--- src/wwps_pkg.sv ---
// ----------------------------------------------------------------------------
// wwps_pkg
// Types, constants and byte helpers of the whole-word phrase search.
// ----------------------------------------------------------------------------
package wwps_pkg;

    localparam int MAX_PHRASE_DEF = 16;   // default window depth
    localparam int PHRASE_CAP     = 16;   // bytes held by the phrase registers
    localparam int PHRASE_W       = 8 * PHRASE_CAP;
    localparam int LEN_W          = 5;
    localparam int CFG_DATA_W     = 64;
    localparam int CFG_IDX_W      = 2;

    typedef logic [7:0]            t_byte;
    typedef logic [CFG_IDX_W-1:0]  t_cfg_idx;
    typedef logic [CFG_DATA_W-1:0] t_cfg_data;

    localparam t_cfg_idx CFG_PHRASE_LENGTH = 2'd0;
    localparam t_cfg_idx CFG_PHRASE_LOW    = 2'd1;
    localparam t_cfg_idx CFG_PHRASE_HIGH   = 2'd2;

    // ASCII A-Z to a-z, everything else untouched
    function automatic t_byte to_lower(input t_byte b);
        if (b >= 8'h41 && b <= 8'h5A) begin
            return b + 8'h20;
        end
        return b;
    endfunction

    function automatic logic is_alnum(input t_byte b);
        return (b >= 8'h30 && b <= 8'h39) ||
               (b >= 8'h41 && b <= 8'h5A) ||
               (b >= 8'h61 && b <= 8'h7A);
    endfunction

endpackage

--- src/wwps_if.sv ---
// ----------------------------------------------------------------------------
// wwps_if
// Valid/ready channels of the phrase search: text, result and config write.
// ----------------------------------------------------------------------------
interface wwps_text_if;
    import wwps_pkg::*;
    logic  valid;
    logic  ready;
    t_byte text_byte;
    logic  is_final;

    modport source (output valid, output text_byte, output is_final, input ready);
    modport sink   (input valid, input text_byte, input is_final, output ready);
endinterface

interface wwps_result_if;
    logic valid;
    logic ready;
    logic found;

    modport source (output valid, output found, input ready);
    modport sink   (input valid, input found, output ready);
endinterface

interface wwps_cfg_if;
    import wwps_pkg::*;
    logic      valid;
    logic      ready;
    t_cfg_idx  index;
    t_cfg_data data;

    modport source (output valid, output index, output data, input ready);
    modport sink   (input valid, input index, input data, output ready);
endinterface

--- src/wwps_match.sv ---
// ----------------------------------------------------------------------------
// wwps_match
// Parallel compare of the phrase against the newest bytes of a window,
// with the word-start mark on the first phrase byte.
// ----------------------------------------------------------------------------
module wwps_match #(
    parameter int MAX_PHRASE = wwps_pkg::MAX_PHRASE_DEF
) (
    input  wwps_pkg::t_byte                 i_window [MAX_PHRASE],
    input  logic [MAX_PHRASE-1:0]           i_marks,
    input  logic [wwps_pkg::LEN_W-1:0]      i_seen,
    input  logic [wwps_pkg::LEN_W-1:0]      i_len,
    input  logic [wwps_pkg::PHRASE_W-1:0]   i_phrase,
    output logic                            o_match
);
    import wwps_pkg::*;

    localparam int IDX_W = (MAX_PHRASE > 1) ? $clog2(MAX_PHRASE) : 1;

    logic             len_ok;
    logic             mark_ok;
    logic             bytes_ok;
    logic [LEN_W-1:0] last;

    assign len_ok  = (i_len != '0) && (i_len <= LEN_W'(MAX_PHRASE)) && (i_seen >= i_len);
    assign last    = i_len - LEN_W'(1);
    assign mark_ok = len_ok && i_marks[last[IDX_W-1:0]];

    // phrase byte k sits len-1-k positions back from the newest byte
    always_comb begin
        logic [LEN_W-1:0] pos;
        bytes_ok = 1'b1;
        pos      = '0;
        for (int k = 0; k < MAX_PHRASE; k++) begin
            pos = i_len - LEN_W'(k + 1);
            if ((LEN_W'(k) < i_len) && (pos < LEN_W'(MAX_PHRASE))) begin
                if (i_window[pos[IDX_W-1:0]] != i_phrase[8*k +: 8]) begin
                    bytes_ok = 1'b0;
                end
            end
        end
    end

    assign o_match = mark_ok && bytes_ok;

endmodule

--- src/whole_word_phrase_search_core.sv ---
// ----------------------------------------------------------------------------
// whole_word_phrase_search_core
// Streams text bytes and reports, on the last byte of each text, whether the
// configured phrase occurs at a word start followed by a word boundary.
//
//   channel    dir   handshake      payload
//   i_text     in    valid/ready    text_byte[7:0], is_final
//   o_result   out   valid/ready    found (one request per text)
//   i_cfg      in    valid/ready    index[1:0], data[63:0] (ready tied high)
//
// One byte per cycle while no final byte waits on a stalled result; a final
// byte passes the input register, then the result register, as its result.
// The window update and both compares sit between those two registers.
// Reset is synchronous; it zeroes the phrase and length and clears the per-text state, setting the start flag.
// A stalled result holds back a final byte and the bytes behind it; other bytes keep flowing.
// ----------------------------------------------------------------------------
module whole_word_phrase_search_core #(
    parameter int MAX_PHRASE = wwps_pkg::MAX_PHRASE_DEF
) (
    input  logic           i_clk,
    input  logic           i_rst_n,
    wwps_text_if.sink      i_text,
    wwps_result_if.source  o_result,
    wwps_cfg_if.sink       i_cfg
);
    import wwps_pkg::*;

    localparam int SEEN_W = $clog2(MAX_PHRASE + 1);

    // configuration
    logic [LEN_W-1:0]    r_len;
    logic [PHRASE_W-1:0] r_phrase;

    // input register
    logic  r_in_valid;
    t_byte r_in_byte;
    logic  r_in_final;

    // per-text state
    t_byte               r_window [MAX_PHRASE];
    t_byte               n_window [MAX_PHRASE];
    logic [MAX_PHRASE-1:0] r_marks;
    logic [MAX_PHRASE-1:0] n_marks;
    logic [SEEN_W-1:0]   r_seen;
    logic [SEEN_W-1:0]   n_seen;
    logic                r_prior_alnum;
    logic                r_at_start;
    logic                r_match_seen;

    // result register
    logic r_out_valid;
    logic r_out_found;

    logic  adv;
    t_byte lc_byte;
    logic  alnum;
    logic  mark;
    logic  match_old;
    logic  match_new;
    logic  hit;

    assign i_cfg.ready = 1'b1;

    always_ff @(posedge i_clk) begin
        if (!i_rst_n) begin
            r_len    <= '0;
            r_phrase <= '0;
        end else if (i_cfg.valid) begin
            case (i_cfg.index)
                CFG_PHRASE_LENGTH: r_len <= i_cfg.data[LEN_W-1:0];
                CFG_PHRASE_LOW:    r_phrase[CFG_DATA_W-1:0] <= i_cfg.data;
                CFG_PHRASE_HIGH:   r_phrase[PHRASE_W-1:CFG_DATA_W] <= i_cfg.data;
                default: ;
            endcase
        end
    end

    // final bytes wait for a free result register
    assign adv          = r_in_valid && (!r_in_final || !r_out_valid || o_result.ready);
    assign i_text.ready = !r_in_valid || adv;

    always_ff @(posedge i_clk) begin
        if (!i_rst_n) begin
            r_in_valid <= 1'b0;
        end else if (i_text.ready) begin
            r_in_valid <= i_text.valid;
        end
    end

    always_ff @(posedge i_clk) begin
        if (i_text.valid && i_text.ready) begin
            r_in_byte  <= i_text.text_byte;
            r_in_final <= i_text.is_final;
        end
    end

    assign lc_byte = to_lower(r_in_byte);
    assign alnum   = is_alnum(lc_byte);
    assign mark    = r_at_start || (alnum && !r_prior_alnum);
    assign n_seen  = (r_seen < SEEN_W'(MAX_PHRASE)) ? r_seen + SEEN_W'(1) : r_seen;

    always_comb begin
        n_window[0] = lc_byte;
        n_marks[0]  = mark;
        for (int i = 1; i < MAX_PHRASE; i++) begin
            n_window[i] = r_window[i-1];
            n_marks[i]  = r_marks[i-1];
        end
    end

    // phrase ending on the previous byte, bounded by this one
    wwps_match #(.MAX_PHRASE(MAX_PHRASE)) u_match_old (
        .i_window (r_window),
        .i_marks  (r_marks),
        .i_seen   (LEN_W'(r_seen)),
        .i_len    (r_len),
        .i_phrase (r_phrase),
        .o_match  (match_old)
    );

    // phrase ending on this byte, bounded by end of text
    wwps_match #(.MAX_PHRASE(MAX_PHRASE)) u_match_new (
        .i_window (n_window),
        .i_marks  (n_marks),
        .i_seen   (LEN_W'(n_seen)),
        .i_len    (r_len),
        .i_phrase (r_phrase),
        .o_match  (match_new)
    );

    assign hit = r_match_seen || (!alnum && match_old);

    always_ff @(posedge i_clk) begin
        if (adv) begin
            for (int i = 0; i < MAX_PHRASE; i++) begin
                r_window[i] <= n_window[i];
            end
        end
    end

    always_ff @(posedge i_clk) begin
        if (!i_rst_n) begin
            r_marks       <= '0;
            r_seen        <= '0;
            r_prior_alnum <= 1'b0;
            r_at_start    <= 1'b1;
            r_match_seen  <= 1'b0;
        end else if (adv) begin
            r_marks <= n_marks;
            if (r_in_final) begin
                r_seen        <= '0;
                r_prior_alnum <= 1'b0;
                r_at_start    <= 1'b1;
                r_match_seen  <= 1'b0;
            end else begin
                r_seen        <= n_seen;
                r_prior_alnum <= alnum;
                r_at_start    <= 1'b0;
                r_match_seen  <= hit;
            end
        end
    end

    always_ff @(posedge i_clk) begin
        if (!i_rst_n) begin
            r_out_valid <= 1'b0;
        end else if (adv && r_in_final) begin
            r_out_valid <= 1'b1;
        end else if (o_result.ready) begin
            r_out_valid <= 1'b0;
        end
    end

    always_ff @(posedge i_clk) begin
        if (adv && r_in_final) begin
            r_out_found <= hit || match_new;
        end
    end

    assign o_result.valid = r_out_valid;
    assign o_result.found = r_out_found;

endmodule

--- src/flat_wrapper.sv ---
// flat-port wrapper written by rule: the top's interface ports become plain ports
module whole_word_phrase_search_core_flat import wwps_pkg::*;
#(
    parameter int MAX_PHRASE = wwps_pkg::MAX_PHRASE_DEF
)
  (i_clk, i_rst_n, i_text_valid, i_text_text_byte, i_text_is_final, i_text_ready, o_result_valid, o_result_found, o_result_ready, i_cfg_valid, i_cfg_index, i_cfg_data, i_cfg_ready);
  wwps_text_if i_text_i ();
  wwps_result_if o_result_i ();
  wwps_cfg_if i_cfg_i ();
  input  logic i_clk;
  input  logic i_rst_n;
  input wire logic [$bits(i_text_i.valid)-1:0] i_text_valid;
  input wire logic [$bits(i_text_i.text_byte)-1:0] i_text_text_byte;
  input wire logic [$bits(i_text_i.is_final)-1:0] i_text_is_final;
  output wire logic [$bits(i_text_i.ready)-1:0] i_text_ready;
  output wire logic [$bits(o_result_i.valid)-1:0] o_result_valid;
  output wire logic [$bits(o_result_i.found)-1:0] o_result_found;
  input wire logic [$bits(o_result_i.ready)-1:0] o_result_ready;
  input wire logic [$bits(i_cfg_i.valid)-1:0] i_cfg_valid;
  input wire logic [$bits(i_cfg_i.index)-1:0] i_cfg_index;
  input wire logic [$bits(i_cfg_i.data)-1:0] i_cfg_data;
  output wire logic [$bits(i_cfg_i.ready)-1:0] i_cfg_ready;
  assign i_text_i.valid = i_text_valid;
  assign i_text_i.text_byte = i_text_text_byte;
  assign i_text_i.is_final = i_text_is_final;
  assign i_text_ready = i_text_i.ready;
  assign o_result_valid = o_result_i.valid;
  assign o_result_found = o_result_i.found;
  assign o_result_i.ready = o_result_ready;
  assign i_cfg_i.valid = i_cfg_valid;
  assign i_cfg_i.index = i_cfg_index;
  assign i_cfg_i.data = i_cfg_data;
  assign i_cfg_ready = i_cfg_i.ready;
  whole_word_phrase_search_core #(.MAX_PHRASE(MAX_PHRASE)) u_core (.i_clk(i_clk), .i_rst_n(i_rst_n), .i_text(i_text_i), .o_result(o_result_i), .i_cfg(i_cfg_i));
endmodule
--- config.mk ---
export PLATFORM = sky130hd
export DESIGN_NAME = whole_word_phrase_search_core_flat
export DESIGN_NICKNAME = d
export VERILOG_FILES = /design/src/wwps_pkg.sv /design/src/wwps_if.sv /design/src/wwps_match.sv /design/src/whole_word_phrase_search_core.sv /design/src/flat_wrapper.sv
export SDC_FILE = /design/constraint.sdc
export NUM_CORES = 1
export LEC_CHECK = 0
export ABC_AREA = 0
export CORE_MARGIN = 2
export CORE_UTILIZATION = 35
export DETAILED_ROUTE_END_ITERATION = 12
export DONT_BUFFER_PORTS = 1
export GPL_TIMING_DRIVEN = 0
export RECOVER_POWER = 50
export SYNTH_ARGS = -nofsm -noshare
export SYNTH_HDL_FRONTEND = slang
export SYNTH_SLANG_ARGS = --single-unit
--- constraint.sdc ---
create_clock -name i_clk -period 7.1 [get_ports i_clk]
set_clock_uncertainty 0.2 [all_clocks]
set_input_delay 1.42 -clock i_clk [delete_from_list [all_inputs] [get_ports i_clk]]
set_output_delay 1.42 -clock i_clk [all_outputs]
set_load 0.02 [all_outputs]
==> flow_summary.rst <==
.. list-table::
   :header-rows: 1

   * - Metric
     - Value
   * - Run status
     - finished with violations
   * - Violations in the final reports
     - negative setup slack
   * - Power per cell area
     - 177 nW/um^2
   * - WHS
     - 231 ps
   * - Initial antenna violation count
     - 17
   * - Residual DRC
     - 0
   * - Synth Area in Compound Gates
     - 0.121
   * - Worst-Margin Slew
     - 1400 ps
   * - Largest net degree at the start of global routing
     - 59
   * - Antenna-violating nets left
     - 0
   * - DR iter-0 viols
     - 4937
   * - Max VDD drop
     - 160 uV
   * - Worst setup SP type
     - flop
   * - IO buf count
     - 0
   * - Synthesized flop and latch total
     - 297
   * - Worst stage delay on the critical path
     - 490 ps
   * - Worst slew slack as a fraction of its limit
     - 0.0685
   * - Slack of the critical path
     - -53.8 ps
   * - Buffers inserted by post-CTS timing repair
     - 0
   * - Adder and majority gate portion of the synthesized area
     - 0.0118
   * - Most common library cells after synthesis
     - nand2_1 (415), mux4_2 (323), mux2i_1 (297)
   * - Most instantiated library cell after synthesis
     - nand2_1
   * - DR pass1 iterations
     - 8
   * - Detailed-route wire length per cell
     - 44.6 um
   * - Cell leakage power
     - 0.0112 uW
   * - Via count normalized by instance count
     - 6.99
   * - Height of the die
     - 300 um
   * - Final number of setup-violating endpoints
     - 2
   * - Final estimated routing congestion in global placement
     - 1.10
   * - Global-route wire length before repair
     - 252 mm
   * - Critical Path AT
     - 7360 ps
   * - Type of the worst min-delay path
     - flop to flop
   * - Vias in the first global route
     - 27700
   * - Cell chain of the critical path
     - buf_4 -> inv_1 -> buf_4 -> buf_4 -> buf_6 -> buf_4 -> ha_1 -> buf_2 -> buf_4 -> buf_4 -> buf_4 -> buf_2 -> mux4_2 -> mux2i_1 -> xnor2_1 -> o31ai_1 -> a41o_1 -> nand4_1 -> o31a_1 -> o41ai_2
   * - Die W
     - 300 um
   * - Area share of xor/xnor cells in the synthesized design
     - 0.0954
   * - Average size of a mapped cell
     - 10.2 sq um
   * - Synth warnings
     - 0
   * - Floorplan core area
     - 86800 sq um
   * - Post-synth net total
     - 3125
   * - Area of the die
     - 90000 sq um
   * - TritonCTS clock tree
     - built
   * - Area fraction of the dominant cell type after synthesis
     - 0.237
   * - Worst skew pair latency
     - 630 ps
   * - Minimum clock period
     - 7150 ps
   * - Fill cell count
     - 8683
   * - Multiplexer share of the synthesized area
     - 0.375
   * - Post-Synthesis Cell Area
     - 30700 sq um
   * - Initial cell density of the core
     - 0.353
   * - Number of library cell types mapped by synthesis
     - 89
   * - Detailed Route WL
     - 190 mm
   * - Number of levels in the clock H-tree
     - 2
   * - Post-synthesis simple-gate area fraction
     - 0.106
   * - Std-Cell Rows
     - 108
   * - Post-detailed-placement cell area
     - 32200 sq um
   * - Final count of hold timing violations
     - 0
   * - Top FF cell, synth
     - dfxtp_1
   * - Combinational family with the most area after synthesis
     - multiplexers
   * - Final design instance area without fill
     - 33600 sq um
   * - Hold buffer count at cts
     - 0
   * - Post-synth EDFFs
     - 138
   * - Clock buffers created by TritonCTS
     - 38
   * - Maximum buffer depth of the clock tree
     - 3
   * - Peak clock frequency supported by timing
     - 140 MHz
   * - Post-synthesis async set-or-reset flop share
     - 0
   * - Class of the most critical setup path
     - flop to flop
   * - CTS root buf
     - clkbuf_16
   * - Kind of end point of the critical path
     - flop
   * - Max-slew violation count
     - 0
   * - CP required
     - 7300 ps
   * - Worst-path clk slew
     - 60 ps
   * - Final Cycle Share
     - 1.01
   * - CP max-delay cell
     - a41o_1
   * - Net total in the final layout
     - 3164
   * - Top Ports
     - 84
   * - Portion of the post-synthesis area used by sequential elements
     - 0.239
   * - Grt total ovfl
     - 0
   * - MaxCap Viol Count
     - 0
   * - Overall global routing resource usage
     - 0.416
   * - HPWL after detailed placement
     - 145 mm
   * - Synth area leaders
     - mux4_2 (24%), edfxtp_1 (14%), dfxtp_1 (10%)
   * - Synth-to-layout area growth
     - 9.54%
   * - Cell mode on critical path
     - buf_4
   * - Cell type with the highest aggregate area in the netlist
     - mux4_2
   * - Share of cells above drive strength 1
     - 0.219
   * - CTS sink count
     - 297
   * - Detailed-route via count
     - 29700
   * - Peak fanout along the critical path
     - 10
   * - Syn Inst Count
     - 3016
   * - Unrepaired setup endpoints after global routing
     - no
[sequential cells by signal, summed over array words and instances, names as in the netlist]
name and count:
u_core.r_phrase 128, u_core.n_window 120, u_core.r_marks 16, u_core.r_in_byte 8
u_core.r_window 8, u_core.r_len 5, u_core.r_seen 5, u_core.o_result.found 1
u_core.o_result.valid 1, u_core.r_at_start 1, u_core.r_in_final 1, u_core.r_in_valid 1
u_core.r_match_seen 1, u_core.r_prior_alnum 1
[power breakdown]
part | leakage [uW] | switching, uW | internal (uW)
combinational | 0.00805 | 1260 | 721
sequential | 0.00259 | 128 | 1860
clock | 0.000602 | 877 | 1120
total | 0.0112 | 2260 | 3700
[critical path, delay by kind of cell (launching register included)]
| family | cells | cell delay [ps] |
|---|---|---|
| AO/OA/AOI/OAI | 4 | 1240 |
| multiplexers | 2 | 720 |
| adder cells (fa/ha/maj) | 1 | 180 |
| flip-flops | 1 | 400 |
| XOR/XNOR | 1 | 110 |
| buffers and inverters | 11 | 3640 |
| AND/OR/NAND/NOR | 1 | 360 |
[layout by cell type, fill, tap and decap left out, types with 15 or more instances in the layout]
cell type,Yosys,final
nand2b_1,16,15
ha_1,29,28
mux2_2,112,112
nand2_1,415,415
nor2b_1,20,20
xor2_1,167,167
xnor2_1,165,163
a21oi_1,110,110
o22ai_1,24,23
buf_4,33,49
dfxtp_1,159,157
nor3_1,38,37
clkbuf_16,0,39
inv_1,20,19
mux4_2,323,323
a31oi_1,24,24
nor4_1,26,25
nor2_1,113,113
nand3_1,39,38
buf_2,81,70
nand4_1,29,29
clkbuf_1,171,173
buf_1,26,16
mux2i_1,297,292
o21ai_0,72,65
edfxtp_1,138,138
a21boi_0,150,151
[routing by layer]
metal	routed length (um)	vias to the layer above	track usage	part of all wire
li1	-	11500	-	-
met1	71000	15000	0.519	0.37
met2	74900	2511	0.573	0.39
met3	26400	657	0.170	0.14
met4	17400	8	0.305	0.092
met5	46	-	0.00476	0.00024
[final cells by class]
cell class	instances	area (sq um)	area share
multi-input cells	2375	21900	0.651
flip-flops and latches	297	7330	0.218
plain buffers	316	1520	0.0454
well taps	1155	1450	0.0430
clock buffers	52	1080	0.0323
clock inverters	18	158	0.00469
inverters	24	93.8	0.00279
repair buffers	3	58.8	0.00175
diodes	9	22.5	0.000671
[what timing repair did]
item	4_1_cts	5_1_grt
endpoints found under the setup margin	2	2
pin swaps	0	1
gates cloned	0	0
gates resized for setup	57	10
[through the flow]
| step | worst slack, ps | instances | total power [uW] | setup TNS [ps] | utilization |
|---|---|---|---|---|---|
| final | -53.8 | 4249 | 5960 | -86.5 | 0.387 |
| after global routing | 30.2 | 4240 | 6070 | 0 | 0.387 |
| after CTS | 10.2 | 4242 | 5880 | 0 | 0.387 |
| after detailed placement | -1970 | 4174 | 3870 | -3730 | 0.371 |
| after global placement | -2030 | 4171 | 3880 | -217000 | 0.370 |
| after floorplan | 853 | 3016 | 3150 | 0 | - |
[cells by family after synthesis]
| family | count (synthesis) |
|---|---|
| and+or+nand+nor | 739 |
| other | 1 |
| DFF | 297 |
| AOI/OAI and AO/OA | 541 |
| adders and majority gates | 29 |
| muxes | 732 |
| xor gates and xnor gates | 333 |
| buffers and inverters | 344 |
[path summary, 6_finish.rpt]
| kind | cells past startpoint | from | slack (ps) | to |
|---|---|---|---|---|
| worst min-delay path | 0 | u_core.n_window[88] | 230 | u_core.n_window[80] |
| worst max register to register | 20 | u_core.r_len[0] | -50 | u_core.o_result.found |
| worst min register to register | 0 | u_core.n_window[88] | 230 | u_core.n_window[80] |
| worst max-delay path | 20 | u_core.r_len[0] | -50 | u_core.o_result.found |
Power figures use the tool's default switching activity.
